===== src/hw/rtl/assert_macros.svh =====
// ------------------------------------------------------------------------
// Assertion macros
// Shared assertion shorthands for the projection core. They assume a
// clock named clk and an active-low reset named rst_n in scope.
// ------------------------------------------------------------------------
`ifndef ASSERT_MACROS_SVH
`define ASSERT_MACROS_SVH

// Condition must hold at every clock edge outside reset.
`define ASSERT_HOLDS(lbl, cond) \
    lbl: assert property (@(posedge clk) disable iff (!rst_n) (cond)) \
        else $error("assertion failed");

// When the antecedent holds, the consequent must hold in the next cycle.
`define ASSERT_NEXT(lbl, ante, cons) \
    lbl: assert property (@(posedge clk) disable iff (!rst_n) (ante) |=> (cons)) \
        else $error("assertion failed");

`endif


===== src/hw/rtl/ppm_pkg.sv =====
// ------------------------------------------------------------------------
// Projection matrix package
// Widths, register indexes, pipeline types and the CORDIC angle table.
// ------------------------------------------------------------------------
package ppm_pkg;

    localparam int FRAC_BITS    = 16;
    localparam int CORDIC_STEPS = 24;
    localparam int STEP_W       = 5;
    localparam int DIV_STEPS    = 32;
    localparam int LANES        = 4;
    localparam int STAGES       = CORDIC_STEPS + DIV_STEPS + 4;

    localparam int NUM_W  = 65 + FRAC_BITS;
    localparam int HI_W   = NUM_W - DIV_STEPS;
    localparam int LANE_W = (HI_W > 56) ? HI_W : 56;
    localparam int ANG_W  = 33;

    localparam int IN_W  = 104;
    localparam int OUT_W = 136;
    localparam int USR_W = 2;

    localparam logic [14:0] FOV_MAX = 15'd25735;

    localparam int CFG_IDX_W = 2;
    localparam logic [CFG_IDX_W-1:0] REG_RIGHT_HANDED = 2'd0;
    localparam logic [CFG_IDX_W-1:0] REG_DEPTH_RANGE  = 2'd1;

    localparam logic [1:0] W_SIGN_RH = 2'b11;
    localparam logic [1:0] W_SIGN_LH = 2'b01;

    localparam int LANE_M00 = 0;
    localparam int LANE_M11 = 1;
    localparam int LANE_M22 = 2;
    localparam int LANE_M32 = 3;

    typedef struct packed {
        logic signed [ANG_W-1:0] x;
        logic signed [ANG_W-1:0] y;
        logic signed [ANG_W-1:0] z;
    } ppm_rot_t;

    typedef struct packed {
        logic [23:0] aspect;
        logic [31:0] span;
        logic [32:0] num;
        logic [63:0] fn;
        logic        rh;
        logic        no;
        logic        neg22;
        logic        neg32;
        logic        inv;
    } ppm_side_t;

    typedef struct packed {
        logic rh;
        logic neg22;
        logic neg32;
        logic inv;
    } ppm_flags_t;

    typedef struct packed {
        logic [LANE_W-1:0] rem;
        logic [LANE_W-1:0] den;
        logic [31:0]       lo;
        logic [31:0]       q;
        logic              big;
    } ppm_div_t;

    // Truncated atan(2^-i) in Q2.30.
    function automatic logic [ANG_W-1:0] atan_step(input logic [STEP_W-1:0] i);
        logic [ANG_W-1:0] v;
        case (i)
            5'd0:    v = 33'h03243F6A8;
            5'd1:    v = 33'h01DAC6705;
            5'd2:    v = 33'h00FADBAFC;
            5'd3:    v = 33'h007F56EA6;
            5'd4:    v = 33'h003FEAB76;
            5'd5:    v = 33'h001FFD55B;
            5'd6:    v = 33'h000FFFAAA;
            5'd7:    v = 33'h0007FFF55;
            5'd8:    v = 33'h0003FFFEA;
            5'd9:    v = 33'h0001FFFFD;
            5'd10:   v = 33'h0000FFFFF;
            5'd11:   v = 33'h00007FFFF;
            5'd12:   v = 33'h00003FFFF;
            5'd13:   v = 33'h00001FFFF;
            5'd14:   v = 33'h00000FFFF;
            5'd15:   v = 33'h000007FFF;
            5'd16:   v = 33'h000003FFF;
            5'd17:   v = 33'h000001FFF;
            5'd18:   v = 33'h000000FFF;
            5'd19:   v = 33'h0000007FF;
            5'd20:   v = 33'h0000003FF;
            5'd21:   v = 33'h0000001FF;
            5'd22:   v = 33'h0000000FF;
            5'd23:   v = 33'h00000007F;
            default: v = '0;
        endcase
        return v;
    endfunction

endpackage


===== src/hw/rtl/ppm_cordic_cell.sv =====
// ------------------------------------------------------------------------
// CORDIC cell
// One registered rotation step; passes the item's side data along.
// ------------------------------------------------------------------------
module ppm_cordic_cell (
    input  logic                      clk,
    input  logic                      en,
    input  logic [ppm_pkg::STEP_W-1:0] step,
    input  ppm_pkg::ppm_rot_t         rot_in,
    input  ppm_pkg::ppm_side_t        side_in,
    output ppm_pkg::ppm_rot_t         rot_out,
    output ppm_pkg::ppm_side_t        side_out
);
    import ppm_pkg::*;

    ppm_rot_t                rot_reg;
    ppm_rot_t                rot_next;
    ppm_side_t               side_reg;
    logic signed [ANG_W-1:0] dx;
    logic signed [ANG_W-1:0] dy;
    logic signed [ANG_W-1:0] ang;

    always_comb
    begin
        dx  = rot_in.y >>> step;
        dy  = rot_in.x >>> step;
        ang = signed'(atan_step(step));
        if (!rot_in.z[ANG_W-1])
        begin
            rot_next.x = rot_in.x - dx;
            rot_next.y = rot_in.y + dy;
            rot_next.z = rot_in.z - ang;
        end
        else
        begin
            rot_next.x = rot_in.x + dx;
            rot_next.y = rot_in.y - dy;
            rot_next.z = rot_in.z + ang;
        end
    end

    always_ff @(posedge clk)
    begin
        if (en)
        begin
            rot_reg  <= rot_next;
            side_reg <= side_in;
        end
    end

    assign rot_out  = rot_reg;
    assign side_out = side_reg;

endmodule


===== config.mk =====
export PLATFORM = sky130hd
export DESIGN_NAME = ppm_cordic_cell
export DESIGN_NICKNAME = d
export VERILOG_FILES = /design/src/hw/rtl/assert_macros.svh /design/src/hw/rtl/ppm_pkg.sv /design/src/hw/rtl/ppm_cordic_cell.sv
export SDC_FILE = /design/constraint.sdc
export NUM_CORES = 1
export LEC_CHECK = 0
export ABC_AREA = 0
export BUFFER_PORTS_ARGS = -buffer_cell sky130_fd_sc_hd__buf_2
export CELL_PAD_IN_SITES_DETAIL_PLACEMENT = 1
export CELL_PAD_IN_SITES_GLOBAL_PLACEMENT = 1
export CORE_ASPECT_RATIO = 1.2
export CORE_MARGIN = 1
export CORE_UTILIZATION = 46
export CTS_BUF_LIST = sky130_fd_sc_hd__clkbuf_8
export CTS_CLUSTER_DIAMETER = 50
export DETAILED_ROUTE_END_ITERATION = 16
export GPL_ROUTABILITY_DRIVEN = 0
export PLACE_DENSITY = 0.92
export RECOVER_POWER = 25
export SETUP_SLACK_MARGIN = 0.5
export SYNTH_ARGS = -nofsm -noshare
export SYNTH_HDL_FRONTEND = slang
export SYNTH_SLANG_ARGS = --single-unit
export TNS_END_PERCENT = 30

===== constraint.sdc =====
create_clock -name clk -period 10 [get_ports clk]
set_input_delay 0.5 -clock clk [delete_from_list [all_inputs] [get_ports clk]]
set_output_delay 0.5 -clock clk [all_outputs]
set_load 0.05 [all_outputs]

==> run summary <==
status - finished with violations
violated checks - capacitance limit, slew limit
initial antenna violation count - 12
Critical Path Source - step[2]
clk slew on worst S/H paths - 0.06 ns
root buf cell - clkbuf_8
multi-input combinational cell area - 0.0115 mm^2
port bufs - 520
Final period util - 70.5%
die height - 230 um
fmax - 142 MHz
fin. max-slew vios - 104
first-pass GRT wire length - 124000 um
Comb pwr share - 45.8%
Via Count - 19200
unrepaired setup endpoints after global routing - false
Clock Power Share - 21.3%
CP Launch Type - input port
largest net degree at the start of global routing - 156
DRT antenna net count - 0
final worst path period need - 7.05 ns
final hold viol count - 0
Die ar. - 0.0440 mm^2
slew margin rel. - -313%
Sequential Power Share - 32.8%
syn_area_per_cell - 10.9 um^2
Worst Hold Class - input port to register
final setup fails - 0
cell internal pwr - 2500 uW
crit-path max cell delay - 0.70 ns
Initial Util - 46.5%
VDD IR-drop max - 0.000192 V
Clock Sinks - 257
sequential fraction of the synthesis area - 38.9%
CTS H-tree lvls - 2
Main synth FF type - edfxtp_1
worst path cell trace - buf_4 -> buf_4 -> or3b_2 -> o221ai_1 -> ha_1 -> and3_1 -> and3_1 -> a31oi_1 -> buf_4 -> xor2_1 -> ha_1 -> a2111oi_0 -> o21ai_0 -> a211oi_1 -> a211oi_1 -> a211oi_1 -> o31a_1 -> o21ai_0 -> mux2i_1 -> a2111oi_0
P_sw - 1980 uW
switching share of power - 44.2%
Net Count, Synth - 2200
setup_tns - 0 ns
Post-Synthesis Cell Area - 0.0198 mm^2
Fin Hold WS - 0.0277 ns
final-stage net count - 2683
chip width - 192 um
CP Data Arrival Time - 7.43 ns
Power Total - 4480 uW
Fillers - 4790
setup bufs post-CTS - 0
Total GRT Usage - 38.1%
drt drc - 0
hold-fix buffers at CTS - 0
post-DR vias/cell - 6.61
FF+latch area - 0.00772 mm^2
P_leak - 0.00983 uW
Cells after Synth - 1825
Avg WL per Cell - 29.7 um
Critical Path Sink Type - register
worst-path fanout max - 63
CP Class - input port to register
Power Density - 190 mW/mm^2
fin util - 55.3%
# placed instances - 2813
CP required - 10.37 ns
total grt overflow - 0
register bit count reported by yosys - 257
Ports - 521
drt total wl - 86100 um
DP HPWL - 65700 um
Unique masters post-synth - 85
Crit-path slowest cell - or3b_2
CORE AREA - 0.0427 mm^2
Clock Path Buffers - 3
fin cells - 2901
number of synthesized flops with an enable pin - 257
CTS Buf Count - 45
P&R area growth vs syn - 19.0%
CTS resizes - 0
CTS tree - done
worst setup path endpoint - rot_out[31]$_DFFE_PP_
DR pass1 iterations - 6
number of max-cap violations - 1
ys async rst share - 0%
synth warn - 0
layout cells sized above 1 - 29.8%
starting DRC count in detailed routing - 2280
worst slew pin tran - 6.20 ns
std cell rows - 83
number of global-route vias before repair - 19600
-- synthesized netlist by cell type, types with 16 or more instances --
master	count	share of area, %
nor2b_1	16	0.50
inv_1	40	0.76
a211oi_1	25	0.95
xor2_1	69	3.0
and2_1	20	0.63
buf_1	25	0.47
a31oi_1	28	0.88
a21o_1	52	2.0
o21ai_0	88	2.2
o22ai_1	24	0.76
ha_1	108	6.8
buf_2	20	0.50
nand2_1	116	2.2
o21a_1	25	0.95
and3_1	30	0.95
nand2b_1	25	0.79
nor3_1	28	0.71
mux4_2	82	9.3
mux2_2	25	1.4
mux2i_1	44	2.2
nor2_1	123	2.3
edfxtp_1	257	39
a21oi_1	139	3.5
xnor2_1	90	4.0
clkbuf_1	43	0.81
nand3_1	34	0.86
-- critical path, delay by kind of cell --
family / cells / cell delay [ns]
AO/OA/AOI/OAI: 10 / 3.53
buffers and inverters: 3 / 1.41
AND/OR/NAND/NOR: 3 / 1.08
adder cells (fa/ha/maj): 2 / 0.53
XOR/XNOR: 1 / 0.18
multiplexers: 1 / 0.16
-- flip-flops by register name (all words and copies together) (netlist names) --
register  cells
side_out    158
rot_out      99
-- metal layers --
| metal | vias to the layer above | GRT usage [%] | routed length (um) |
|---|---|---|---|
| met5 | - | 0.113 | 46 |
| met4 | 6 | 25.6 | 6690 |
| met3 | 409 | 11.9 | 9690 |
| met2 | 1314 | 60.8 | 39800 |
| met1 | 9336 | 43.4 | 29900 |
| li1 | 8097 | - | - |
-- worst min path at each step --
stage	start	endpoint	cells past startpoint
3_5_place_dp	side_in[49]	side_out[49]$_DFFE_PP_	1
4_1_cts	side_in[5]	side_out[5]$_DFFE_PP_	1
5_1_grt	side_in[50]	side_out[50]$_DFFE_PP_	1
2_1_floorplan	side_in[0]	side_out[0]$_DFFE_PP_	0
3_3_place_gp	side_in[40]	side_out[40]$_DFFE_PP_	1
6_report	side_in[5]	side_out[5]$_DFFE_PP_	1
-- power by group through the flow --
stage          logic [uW]  registers (uW)  clock network, uW
2_1_floorplan         857            2050                  0
3_3_place_gp         1930            1480                  0
3_5_place_dp         2000            1480                  0
4_1_cts              2020            1470                975
5_1_grt              2150            1480               1010
6_report             2050            1470                956
-- cells by family (layout without fill, tap and decap cells) --
| kind of cell | Yosys count | count (layout) | share of synthesized area, % |
|---|---|---|---|
| and+or+nand+nor | 464 | 464 | 11.7 |
| DFF | 257 | 257 | 38.9 |
| muxes | 166 | 166 | 14.4 |
| other | 0 | 11 | 0 |
| adders and majority gates | 111 | 111 | 7.11 |
| xor gates and xnor gates | 160 | 160 | 7.14 |
| AOI/OAI and AO/OA | 526 | 526 | 17.6 |
| buffers and inverters | 141 | 654 | 3.23 |
-- per-stage QoR --
stage          setup slack (ns)  instance area (um^2)
2_1_floorplan              3.81                 19800
3_3_place_gp               2.83                 22800
3_5_place_dp               2.72                 22800
4_1_cts                    3.33                 23600
5_1_grt                    2.53                 23600
6_report                   2.95                 23600
-- cell type report --
cell class / instances / area share (%)
Clock buffer: 46 / 2.68
Inverter: 41 / 0.652
Multi-Input combinational cell: 1427 / 48.7
Sequential cell: 257 / 32.7
Antenna cell: 11 / 0.117
Timing Repair Buffer: 536 / 11.4
Tap cell: 552 / 2.93
Clock inverter: 31 / 0.827
-- layout by cell type, fill, tap and decap left out, types with 15 or more instances in the layout --
cell / instances
ha_1: 108
o21ai_0: 88
nor2b_1: 16
and2_1: 20
o22ai_1: 24
edfxtp_1: 257
a21o_1: 52
a31oi_1: 28
xor2_1: 69
nand2b_1: 25
nor2_1: 123
nand2_1: 116
clkbuf_1: 36
mux2_2: 25
inv_1: 48
and3_1: 30
a211oi_1: 25
nand3_1: 34
mux2i_1: 44
buf_2: 481
xnor2_1: 90
a21oi_1: 139
mux4_2: 82
clkbuf_8: 46
nand4_1: 15
o21a_1: 25
buf_4: 16
nor3_1: 27
Note: power is estimated with default switching activity, not from simulation.
