[config.mk]
export PLATFORM = sky130hd
export DESIGN_NAME = ppm_div_cell
export DESIGN_NICKNAME = d
export VERILOG_FILES = /design/src/hw/rtl/assert_macros.svh /design/src/hw/rtl/ppm_pkg.sv /design/src/hw/rtl/ppm_div_cell.sv
export SDC_FILE = /design/constraint.sdc
export NUM_CORES = 1
export LEC_CHECK = 0
export BUFFER_PORTS_ARGS = -buffer_cell sky130_fd_sc_hd__buf_2
export CAP_MARGIN = 40
export CORE_AREA = 5 5 160 162
export DETAILED_ROUTE_END_ITERATION = 10
export DIE_AREA = 0 0 165 167
export GPL_TIMING_DRIVEN = 0
export PLACE_DENSITY = 0.67
export SYNTH_ARGS = -nofsm -noshare
export SYNTH_HDL_FRONTEND = slang
export SYNTH_SLANG_ARGS = --single-unit
export TNS_END_PERCENT = 1
[constraint.sdc]
create_clock -name clk -period 3.8 [get_ports clk]
set_input_delay 0.76 -clock clk [delete_from_list [all_inputs] [get_ports clk]]
set_output_delay 0.76 -clock clk [all_outputs]
set_load 0.01 [all_outputs]
[src/hw/rtl/assert_macros.svh]
// ------------------------------------------------------------------------
// Assertion macros
// Shared assertion shorthands for the projection core. They assume a
// clock named clk and an active-low reset named rst_n in scope.
// ------------------------------------------------------------------------
`ifndef ASSERT_MACROS_SVH
`define ASSERT_MACROS_SVH

// Condition must hold at every clock edge outside reset.
`define ASSERT_HOLDS(lbl, cond) \
    lbl: assert property (@(posedge clk) disable iff (!rst_n) (cond)) \
        else $error("assertion failed");

// When the antecedent holds, the consequent must hold in the next cycle.
`define ASSERT_NEXT(lbl, ante, cons) \
    lbl: assert property (@(posedge clk) disable iff (!rst_n) (ante) |=> (cons)) \
        else $error("assertion failed");

`endif

[src/hw/rtl/ppm_pkg.sv]
// ------------------------------------------------------------------------
// Projection matrix package
// Widths, register indexes, pipeline types and the CORDIC angle table.
// ------------------------------------------------------------------------
package ppm_pkg;

    localparam int FRAC_BITS    = 16;
    localparam int CORDIC_STEPS = 24;
    localparam int STEP_W       = 5;
    localparam int DIV_STEPS    = 32;
    localparam int LANES        = 4;
    localparam int STAGES       = CORDIC_STEPS + DIV_STEPS + 4;

    localparam int NUM_W  = 65 + FRAC_BITS;
    localparam int HI_W   = NUM_W - DIV_STEPS;
    localparam int LANE_W = (HI_W > 56) ? HI_W : 56;
    localparam int ANG_W  = 33;

    localparam int IN_W  = 104;
    localparam int OUT_W = 136;
    localparam int USR_W = 2;

    localparam logic [14:0] FOV_MAX = 15'd25735;

    localparam int CFG_IDX_W = 2;
    localparam logic [CFG_IDX_W-1:0] REG_RIGHT_HANDED = 2'd0;
    localparam logic [CFG_IDX_W-1:0] REG_DEPTH_RANGE  = 2'd1;

    localparam logic [1:0] W_SIGN_RH = 2'b11;
    localparam logic [1:0] W_SIGN_LH = 2'b01;

    localparam int LANE_M00 = 0;
    localparam int LANE_M11 = 1;
    localparam int LANE_M22 = 2;
    localparam int LANE_M32 = 3;

    typedef struct packed {
        logic signed [ANG_W-1:0] x;
        logic signed [ANG_W-1:0] y;
        logic signed [ANG_W-1:0] z;
    } ppm_rot_t;

    typedef struct packed {
        logic [23:0] aspect;
        logic [31:0] span;
        logic [32:0] num;
        logic [63:0] fn;
        logic        rh;
        logic        no;
        logic        neg22;
        logic        neg32;
        logic        inv;
    } ppm_side_t;

    typedef struct packed {
        logic rh;
        logic neg22;
        logic neg32;
        logic inv;
    } ppm_flags_t;

    typedef struct packed {
        logic [LANE_W-1:0] rem;
        logic [LANE_W-1:0] den;
        logic [31:0]       lo;
        logic [31:0]       q;
        logic              big;
    } ppm_div_t;

    // Truncated atan(2^-i) in Q2.30.
    function automatic logic [ANG_W-1:0] atan_step(input logic [STEP_W-1:0] i);
        logic [ANG_W-1:0] v;
        case (i)
            5'd0:    v = 33'h03243F6A8;
            5'd1:    v = 33'h01DAC6705;
            5'd2:    v = 33'h00FADBAFC;
            5'd3:    v = 33'h007F56EA6;
            5'd4:    v = 33'h003FEAB76;
            5'd5:    v = 33'h001FFD55B;
            5'd6:    v = 33'h000FFFAAA;
            5'd7:    v = 33'h0007FFF55;
            5'd8:    v = 33'h0003FFFEA;
            5'd9:    v = 33'h0001FFFFD;
            5'd10:   v = 33'h0000FFFFF;
            5'd11:   v = 33'h00007FFFF;
            5'd12:   v = 33'h00003FFFF;
            5'd13:   v = 33'h00001FFFF;
            5'd14:   v = 33'h00000FFFF;
            5'd15:   v = 33'h000007FFF;
            5'd16:   v = 33'h000003FFF;
            5'd17:   v = 33'h000001FFF;
            5'd18:   v = 33'h000000FFF;
            5'd19:   v = 33'h0000007FF;
            5'd20:   v = 33'h0000003FF;
            5'd21:   v = 33'h0000001FF;
            5'd22:   v = 33'h0000000FF;
            5'd23:   v = 33'h00000007F;
            default: v = '0;
        endcase
        return v;
    endfunction

endpackage

[src/hw/rtl/ppm_div_cell.sv]
// ------------------------------------------------------------------------
// Divider cell
// One registered restoring-division step producing one quotient bit.
// ------------------------------------------------------------------------
module ppm_div_cell (
    input  logic              clk,
    input  logic              en,
    input  ppm_pkg::ppm_div_t div_in,
    output ppm_pkg::ppm_div_t div_out
);
    import ppm_pkg::*;

    ppm_div_t          div_reg;
    ppm_div_t          div_next;
    logic [LANE_W:0]   trial;
    logic [LANE_W:0]   diff;
    logic              ge;

    always_comb
    begin
        trial        = {div_in.rem, div_in.lo[31]};
        diff         = trial - {1'b0, div_in.den};
        ge           = trial >= {1'b0, div_in.den};
        div_next     = div_in;
        div_next.rem = ge ? diff[LANE_W-1:0] : trial[LANE_W-1:0];
        div_next.lo  = {div_in.lo[30:0], 1'b0};
        div_next.q   = {div_in.q[30:0], ge};
    end

    always_ff @(posedge clk)
    begin
        if (en)
        begin
            div_reg <= div_next;
        end
    end

    assign div_out = div_reg;

endmodule

==> results.txt, run 1 <==
Die Ht = 167 µm
Most common cell in the netlist = edfxtp_1
DR WL/cell = 18.28 µm
Largest family of logic cells by synthesized area = compound AO/OA/AOI/OAI gates
Total power = 5429 µW
Placement Rows = 57
Maxcap violations = 0
Leakage = 0.005482 µW
Synth-to-Final Area Change = 30.37%
Num CTS Buffers = 17
Synth top cells by count = edfxtp_1, nand2_1, o21ai_0
Post-CTS Hold Buffers = 0
Routability cong. = 0.8848
CP Launch Type = input pin
# clock sinks = 176
Period utilization = 96.25%
Hold Crit Class = input pin to flop
Mean post-synth cell area = 11.01 µm²
Clock tree root buffer cell = clkbuf_16
Final HPWL DP = 22860 µm
Synth cell types = 59
Final Hold Vio Count = 0
Max FFs per register = 176
Synth Area in Adders = 7.626%
Crit path DAT = 3.82 ns
Initial antenna violation count = 9
First-pass GRT wire length = 42440 µm
Least-Margin Pin Slew = 0.6212 ns
Number of global-route vias before repair = 7723
Worst slew margin = 58.59%
Fin. max-slew vios = 0
Area of the multi-input gates = 3779 µm²
Synth Warn # = 0
Fillers = 2293
Largest net degree at the start of global routing = 118
Hold endpoint = div_out[7]$_DFFE_PP_
Worst setup EP type = flop
Port bufs = 353
Post-synthesis compound-gate area fraction = 15.56%
Clk pin slew, worst setup/hold paths = 0.08 ns
Routed Antenna Nets = 0
FF+latch area = 5285 µm²
Gate Count Post-Synth = 858
Number of DRC markers in iteration 0 = 523
Worst VDD drop = 291.3 µV
Vias = 7914
Overflow after GRT = 0
Outcome = completed
Seq/Total Area, Yosys = 55.92%
Post-Route Setup TNS = 0 ns
CTS tree = yes
Minimum clock period = 3.657 ns
Final setup vio count = 0
WS Path Type = input pin to flop
H-tree levels = 4
Core area = 23960 µm²
Ys async rst share = 0%
Max Fclk = 0.2734 GHz
Initial Utilization = 39.44%
Drt via density = 5.041
Clock buffer depth = 2
Required time of the worst setup path = 3.96 ns
Drt first pass iters = 5
EDFF count, synth = 176
Synth area leaders = edfxtp_1, ha_1, o21ai_0
Synth area leader = edfxtp_1
CP max FO = 8
Util after Layout = 51.42%
Min-delay src = div_in[6]
Share of cells above drive strength 1 = 34.03%
Post-Syn Area = 9450 µm²
PwrDens = 440.7 nW/µm²
Syn_nets = 1094
Simple-Gate Fraction of Synth Area = 10.82%
Top FF cell, synth = edfxtp_1
Chip Width = 165 µm
Yosys top cell area share = 55.92%
Final #Nets = 1466
Post-Synth XOR/XNOR Area = 4.727%
Post-synthesis mux area share = 0.5428%
Drt drc = 0
IO Count = 356
Die area = 27560 µm²
#FFs+latches synth = 176
Routed WL = 28700 µm
Hold depth = 1
Total track usage = 19.96%
==> kinds of logic after synthesis <==
family / Yosys count
compound gates: 239
xor+xnor: 51
fa+ha+maj: 57
buf+inv: 112
flops: 176
mux: 4
other cells: 1
simple gates: 218
==> power breakdown <==
part           switching [µW]  internal [µW]
registers                42.3           2380
clock network             873            890
logic                     750            491
==> layer usage <==
layer / up-vias / routed length, µm / GRT usage (%)
met4: 12 / 549 / 5.895
li1: 3877 / - / -
met1: 3669 / 11230 / 23.85
met5: - / 88 / 0
met3: 43 / 2414 / 6.105
met2: 313 / 14410 / 34.43
==> layout make-up <==
cell class | count | share of cell area [%]
sequential | 176 | 42.90
multi-input combinational | 570 | 30.67
timing repair buffer | 354 | 14.64
clock buffer | 18 | 3.483
tap | 324 | 3.290
inverter | 75 | 2.285
buffer | 36 | 1.381
clock inverter | 14 | 1.290
antenna | 3 | 0.06093
==> how the worst max path moves through the flow <==
stage,startpoint,end,slack (ns),depth (start not counted)
3_5_place_dp,div_in[66],div_out[175]$_DFFE_PP_,-0.52,13
3_3_place_gp,div_in[95],div_out[165]$_DFFE_PP_,-0.50,13
4_1_cts,div_in[66],div_out[145]$_DFFE_PP_,0.006,13
6_report,div_in[72],div_out[175]$_DFFE_PP_,0.14,13
2_1_floorplan,div_in[115],div_out[169]$_DFFE_PP_,0.36,13
5_1_grt,div_in[79],div_out[130]$_DFFE_PP_,-0.0003,15
==> per-stage QoR <==
| step | instances | setup slack [ns] | area [µm²] | hold slack [ns] |
|---|---|---|---|---|
| 2_1_floorplan | 858 | 0.3643 | 9450 | 0.8589 |
| 3_3_place_gp | 1535 | -0.5017 | 11620 | 0.9364 |
| 3_5_place_dp | 1536 | -0.5194 | 11660 | 0.9381 |
| 4_1_cts | 1568 | 0.005539 | 12260 | 0.4802 |
| 5_1_grt | 1570 | -0.0002562 | 12320 | 0.4689 |
| 6_report | 1570 | 0.1426 | 12320 | 0.5014 |
==> critical path, stage by stage <==
cell and delay (ns):
buf_2 0.09, inv_1 0.04, ha_1 0.38, a21oi_1 0.22, o22ai_1 0.18, or4_1 0.47
o21ai_2 0.30, nor4_2 0.12, or2_2 0.35, a31oi_1 0.39, o21ai_0 0.23, xnor2_1 0.19
o21ai_0 0.10
==> placed cells by master (no fill, tap or decap), types with 20 or more instances in the layout <==
master,count
buf_2,365
nand4_1,21
ha_1,56
xnor2_1,31
a21oi_1,62
o21ai_0,76
nand2_1,100
edfxtp_1,176
inv_1,73
a21o_1,32
xor2_1,20
nor2_1,38
==> repair_timing <==
action	CTS	global route
hold endpoints to repair	0	0
gates resized for setup	3	13
buffers inserted	0	0
endpoints found under the setup margin	52	54
(Power assumes the default switching activity.)
==> inputs of run 2 (changes only) <==
clock period = 4.2 ns   (was 3.8 ns; I/O delays follow)
==> run 2 against run 1 <==
  * Wire length decreased by 0.30%
  * First-iteration DRC count up 3.8%
  * Worst hold slack improved by 0.080 ns
  * Global-route usage about the same
  * Combinational power down 10%
  * Largest cell class unchanged
==> results.txt, run 2 (same netlist as run 1, synthesis figures left out) <==
Vias = 7925
H-tree levels = 4
Most frequent cells in the layout = buf_2, edfxtp_1, nand2_1
Drt first pass iters = 5
Clock buffer depth = 2
Share of cells above drive strength 1 = 33.20%
Number of global-route vias before repair = 7706
Clock power frac = 32.5%
Setup slack after layout = 0.1869 ns
WS Path Type = input pin to flop
Routed Antenna Nets = 0
Port bufs = 353
Placement Rows = 57
First-pass GRT wire length = 42360 µm
Max Fclk = 0.2492 GHz
Final Cell Area = 12260 µm²
Core area = 23960 µm²
Commonest non-fill, non-tap cell in the layout = buf_2
Switching share of power = 30.57%
Total track usage = 19.92%
Hold endpoint = div_out[13]$_DFFE_PP_
Fillers = 2292
Clk pin slew, worst setup/hold paths = 0.08 ns
DR WL/cell = 18.20 µm
Post-CTS Setup Bufs = 0
Die area = 27560 µm²
Drt via density = 5.041
CTS tree = yes
CP max FO = 10
Crit path DAT = 4.16 ns
Cell Int Power = 3403 µW
Final #Nets = 1467
Clock tree root buffer cell = clkbuf_16
Final Hold Vio Count = 0
Least-Margin Pin Slew = 0.6214 ns
Initial Utilization = 39.44%
Max FFs per register = 176
Worst setup EP type = flop
Routability cong. = 0.8848
Largest net degree at the start of global routing = 118
Minimum clock period = 4.013 ns
Overflow after GRT = 0
Register share of total power = 44.8%
Worst VDD drop = 264.1 µV
Number of DRC markers in iteration 0 = 543
CP max stage cell = nor4_1
Routed WL = 28610 µm
Worst slew margin = 58.58%
Hold Crit Class = input pin to flop
Post-Route Setup TNS = 0 ns
Initial antenna violation count = 9
NetSw = 1498 µW
Maxcap violations = 0
Outcome = completed
Util after Layout = 51.15%
Num CTS Buffers = 17
Fin. max-slew vios = 0
Period utilization = 95.55%
PwrDens = 399.8 nW/µm²
Final HPWL DP = 22860 µm
Total power = 4901 µW
Slowest cell delay on critical path = 0.42 ns
Dpl cell area = 11660 µm²
Drt drc = 0
Place WS = -0.1994 ns
RSZ-0062 raised after global routing = false
Leakage = 0.005457 µW
Hold depth = 1
Share of power burned in combinational logic = 22.7%
Required time of the worst setup path = 4.35 ns
CP Cell Sequence = buf_2 > inv_1 > ha_1 > clkbuf_1 > nand2_1 > nor4_1 > o311ai_1 > nand3_1 > a211o_1 > a21o_1 > nor3b_4 > a31oi_4 > buf_6 > buf_2 > nand2_1 > o21ai_0
Post-CTS Hold Buffers = 0
Die Ht = 167 µm
CP Launch Type = input pin
Post-CTS sizing = 0
Chip Width = 165 µm
# clock sinks = 176
Final setup vio count = 0
Min-delay src = div_in[12]
Synth-to-Final Area Change = 29.71%
IO Count = 356
run 2: worst max path at each step:
| stage | endpoint | startpoint |
|---|---|---|
| floorplan | div_out[169]$_DFFE_PP_ | div_in[115] |
| global placement | div_out[165]$_DFFE_PP_ | div_in[95] |
| detailed placement | div_out[175]$_DFFE_PP_ | div_in[66] |
| CTS | div_out[175]$_DFFE_PP_ | div_in[80] |
| global route | div_out[166]$_DFFE_PP_ | div_in[80] |
| finish | div_out[175]$_DFFE_PP_ | div_in[80] |
run 2: final cells by class:
type                            count  area, µm²  share of cell area, %
Multi-Input combinational cell    570       3715                  30.31
Inverter                           75      281.5                  2.297
Timing Repair Buffer              354       1804                  14.72
Clock inverter                     14      158.9                  1.296
Buffer                             37      168.9                  1.378
Clock buffer                       18      429.2                  3.501
Tap cell                          324      405.4                  3.307
Antenna cell                        4      10.01                0.08166
Sequential cell                   176       5285                  43.12
run 2: layer usage:
layer  routed length, µm  GRT usage [%]  vias up
met3                2422          6.105       39
met2               14300          34.30      323
met5                  81              0        -
met1               11290          23.85     3662
li1                    -              -     3889
met4                 518          5.895       12
run 2: power by group through the flow:
stage | clock network [µW] | registers [µW] | logic (µW)
after floorplan | 0 | 2350 | 526
after global placement | 0 | 2240 | 1100
after detailed placement | 0 | 2230 | 1110
after CTS | 1640 | 2200 | 1120
after global routing | 1740 | 2210 | 1230
final | 1590 | 2200 | 1110
run 2: critical path, delay by kind of cell:
family                   cells  cell delay (ns)
AND/OR/NAND/NOR              5             1.29
AO/OA/AOI/OAI                5             0.91
buffers and inverters        5             0.84
adder cells (fa/ha/maj)      1             0.26
run 2: stage by stage:
| step | hold slack, ns | std cells |
|---|---|---|
| 2_1_floorplan | 0.9389 | 858 |
| 3_3_place_gp | 1.016 | 1535 |
| 3_5_place_dp | 1.018 | 1536 |
| 4_1_cts | 0.5602 | 1568 |
| 5_1_grt | 0.5489 | 1571 |
| 6_report | 0.5817 | 1572 |
==> inputs of run 3 (changes only) <==
CELL_PAD_IN_SITES_DETAIL_PLACEMENT = 1   (was default)
CELL_PAD_IN_SITES_GLOBAL_PLACEMENT = 2   (was default)
CORE_AREA = 5 5 184 186   (was 5 5 160 162)
DIE_AREA = 0 0 189 191   (was 0 0 165 167)
PLACE_DENSITY = default   (was 0.67)
PLACE_DENSITY_LB_ADDON = 0.1   (was default)
REMOVE_ABC_BUFFERS = 1   (was default)
==> run 3 against run 2 <==
  * Maximum frequency rose by 0.51%
  * Clock power hardly changed
  * Setup slack gained 0.021 ns
  * Critical path type unchanged
  * Highest routed layer unchanged
==> results.txt, run 3 (same netlist as run 1, synthesis figures left out) <==
Largest net degree at the start of global routing = 118
Placement Rows = 66
Dpl cell area = 11670 µm²
Number of global-route vias before repair = 8197
CP Cell Sequence = buf_2 > inv_1 > ha_1 > nand4_1 > nor4_1 > o311ai_1 > nand3_1 > a211o_1 > a21o_1 > nor3b_4 > a31oi_4 > buf_16 > buf_12 > o41ai_1
Period utilization = 95.06%
CTS tree = yes
Fin. max-slew vios = 0
Register share of total power = 44.4%
Hold depth = 1
Least-Margin Pin Slew = 0.6974 ns
Share of cells above drive strength 1 = 33.11%
Switching share of power = 30.31%
Routed WL = 31740 µm
Leakage = 0.005397 µW
Top delay family on crit path = simple AND/OR/NAND/NOR gates
Worst slew margin = 53.51%
Chip Width = 189 µm
Drt via density = 4.785
RSZ-0062 raised after global routing = false
Ant diodes = 0
Fillers = 3653
Max FFs per register = 176
H-tree levels = 4
Total track usage = 17.04%
Worst setup EP type = flop
CP max stage cell = nor4_1
Final HPWL DP = 25450 µm
Worst Path Buf+Inv = 4
Clock buffer depth = 2
Total power = 4946 µW
Num CTS Buffers = 17
Final Cell Area = 12280 µm²
Final Hold Vio Count = 0
Die area = 36100 µm²
Number of DRC markers in iteration 0 = 266
Hold endpoint = div_out[5]$_DFFE_PP_
WS Path Type = input pin to flop
Minimum clock period = 3.993 ns
Initial Utilization = 29.42%
Outcome = completed
Clock tree root buffer cell = clkbuf_16
Place WS = -0.5399 ns
Vias = 7762
NetSw = 1499 µW
Final #Nets = 1437
Port bufs = 353
Clock power frac = 32.7%
# clock sinks = 176
Maxcap violations = 0
Cell Int Power = 3447 µW
Commonest non-fill, non-tap cell in the layout = buf_2
Initial antenna violation count = 4
Crit path DAT = 4.24 ns
Min-delay src = div_in[4]
Worst VDD drop = 258.1 µV
Post-CTS sizing = 0
Synth-to-Final Area Change = 29.92%
PwrDens = 402.8 nW/µm²
Levels on crit path = 14
First-pass GRT wire length = 47570 µm
Drt first pass iters = 6
Hold Slack = 0.5570 ns
CP Launch Type = input pin
Setup slack after layout = 0.2074 ns
Die Ht = 191 µm
Required time of the worst setup path = 4.45 ns
Slowest cell delay on critical path = 0.43 ns
DR WL/cell = 19.57 µm
Most frequent cells in the layout = buf_2, edfxtp_1, nand2_1
Final setup vio count = 0
Hold Crit Class = input pin to flop
Share of power burned in combinational logic = 22.9%
Max Fclk = 0.2505 GHz
Routability cong. = 0.7842
Routed Antenna Nets = 0
IO Count = 356
Core area = 32120 µm²
Drt drc = 0
Clk pin slew, worst setup/hold paths = 0.08 ns
Overflow after GRT = 0
Util after Layout = 38.22%
CP max FO = 33
[run 3: worst max-delay path by stage]
stage / startpoint / slack, ns / end
floorplan: div_in[115] / -0.35 / div_out[169]$_DFFE_PP_
global placement: div_in[68] / -1.84 / div_out[126]$_DFFE_PP_
detailed placement: div_in[79] / -0.54 / div_out[131]$_DFFE_PP_
CTS: div_in[79] / 0.12 / div_out[131]$_DFFE_PP_
global route: div_in[79] / 0.05 / div_out[131]$_DFFE_PP_
finish: div_in[79] / 0.21 / div_out[131]$_DFFE_PP_
[run 3: metal layers]
layer	wire length, µm	GRT usage [%]
met5	34	0
met2	15300	29.16
met3	2047	4.748
met1	13940	21.32
met4	415	4.400
[run 3: through the flow]
stage / setup TNS [ns] / std cells
6_report: 0 / 1622
4_1_cts: 0 / 1620
2_1_floorplan: -8.298 / 821
5_1_grt: 0 / 1622
3_5_place_dp: -15.84 / 1586
3_3_place_gp: -108.54 / 1582
[run 3: area by class of cell]
| cell class | instances | area [µm²] | area share, % |
|---|---|---|---|
| clock inverters | 14 | 142.6 | 1.162 |
| clock buffers | 18 | 429.2 | 3.495 |
| multi-input cells | 571 | 3727 | 30.36 |
| flip-flops and latches | 176 | 5285 | 43.05 |
| repair buffers | 360 | 1902 | 15.49 |
| well taps | 408 | 510.5 | 4.158 |
| inverters | 75 | 281.5 | 2.293 |
[run 3: power by group through the flow]
stage                     Combinational, µW  Sequential [µW]  Clock (µW)
after floorplan                         516             2350           0
after global placement                 1130             2240           0
after detailed placement               1150             2240           0
after CTS                              1160             2200        1680
after global routing                   1260             2220        1740
final                                  1130             2200        1620
[run 3: repair_timing]
item,CTS,global route
setup buffers,1,2
pin swaps,1,0
hold buffers,0,0
gates cloned,1,0
endpoints found under the setup margin,1,1
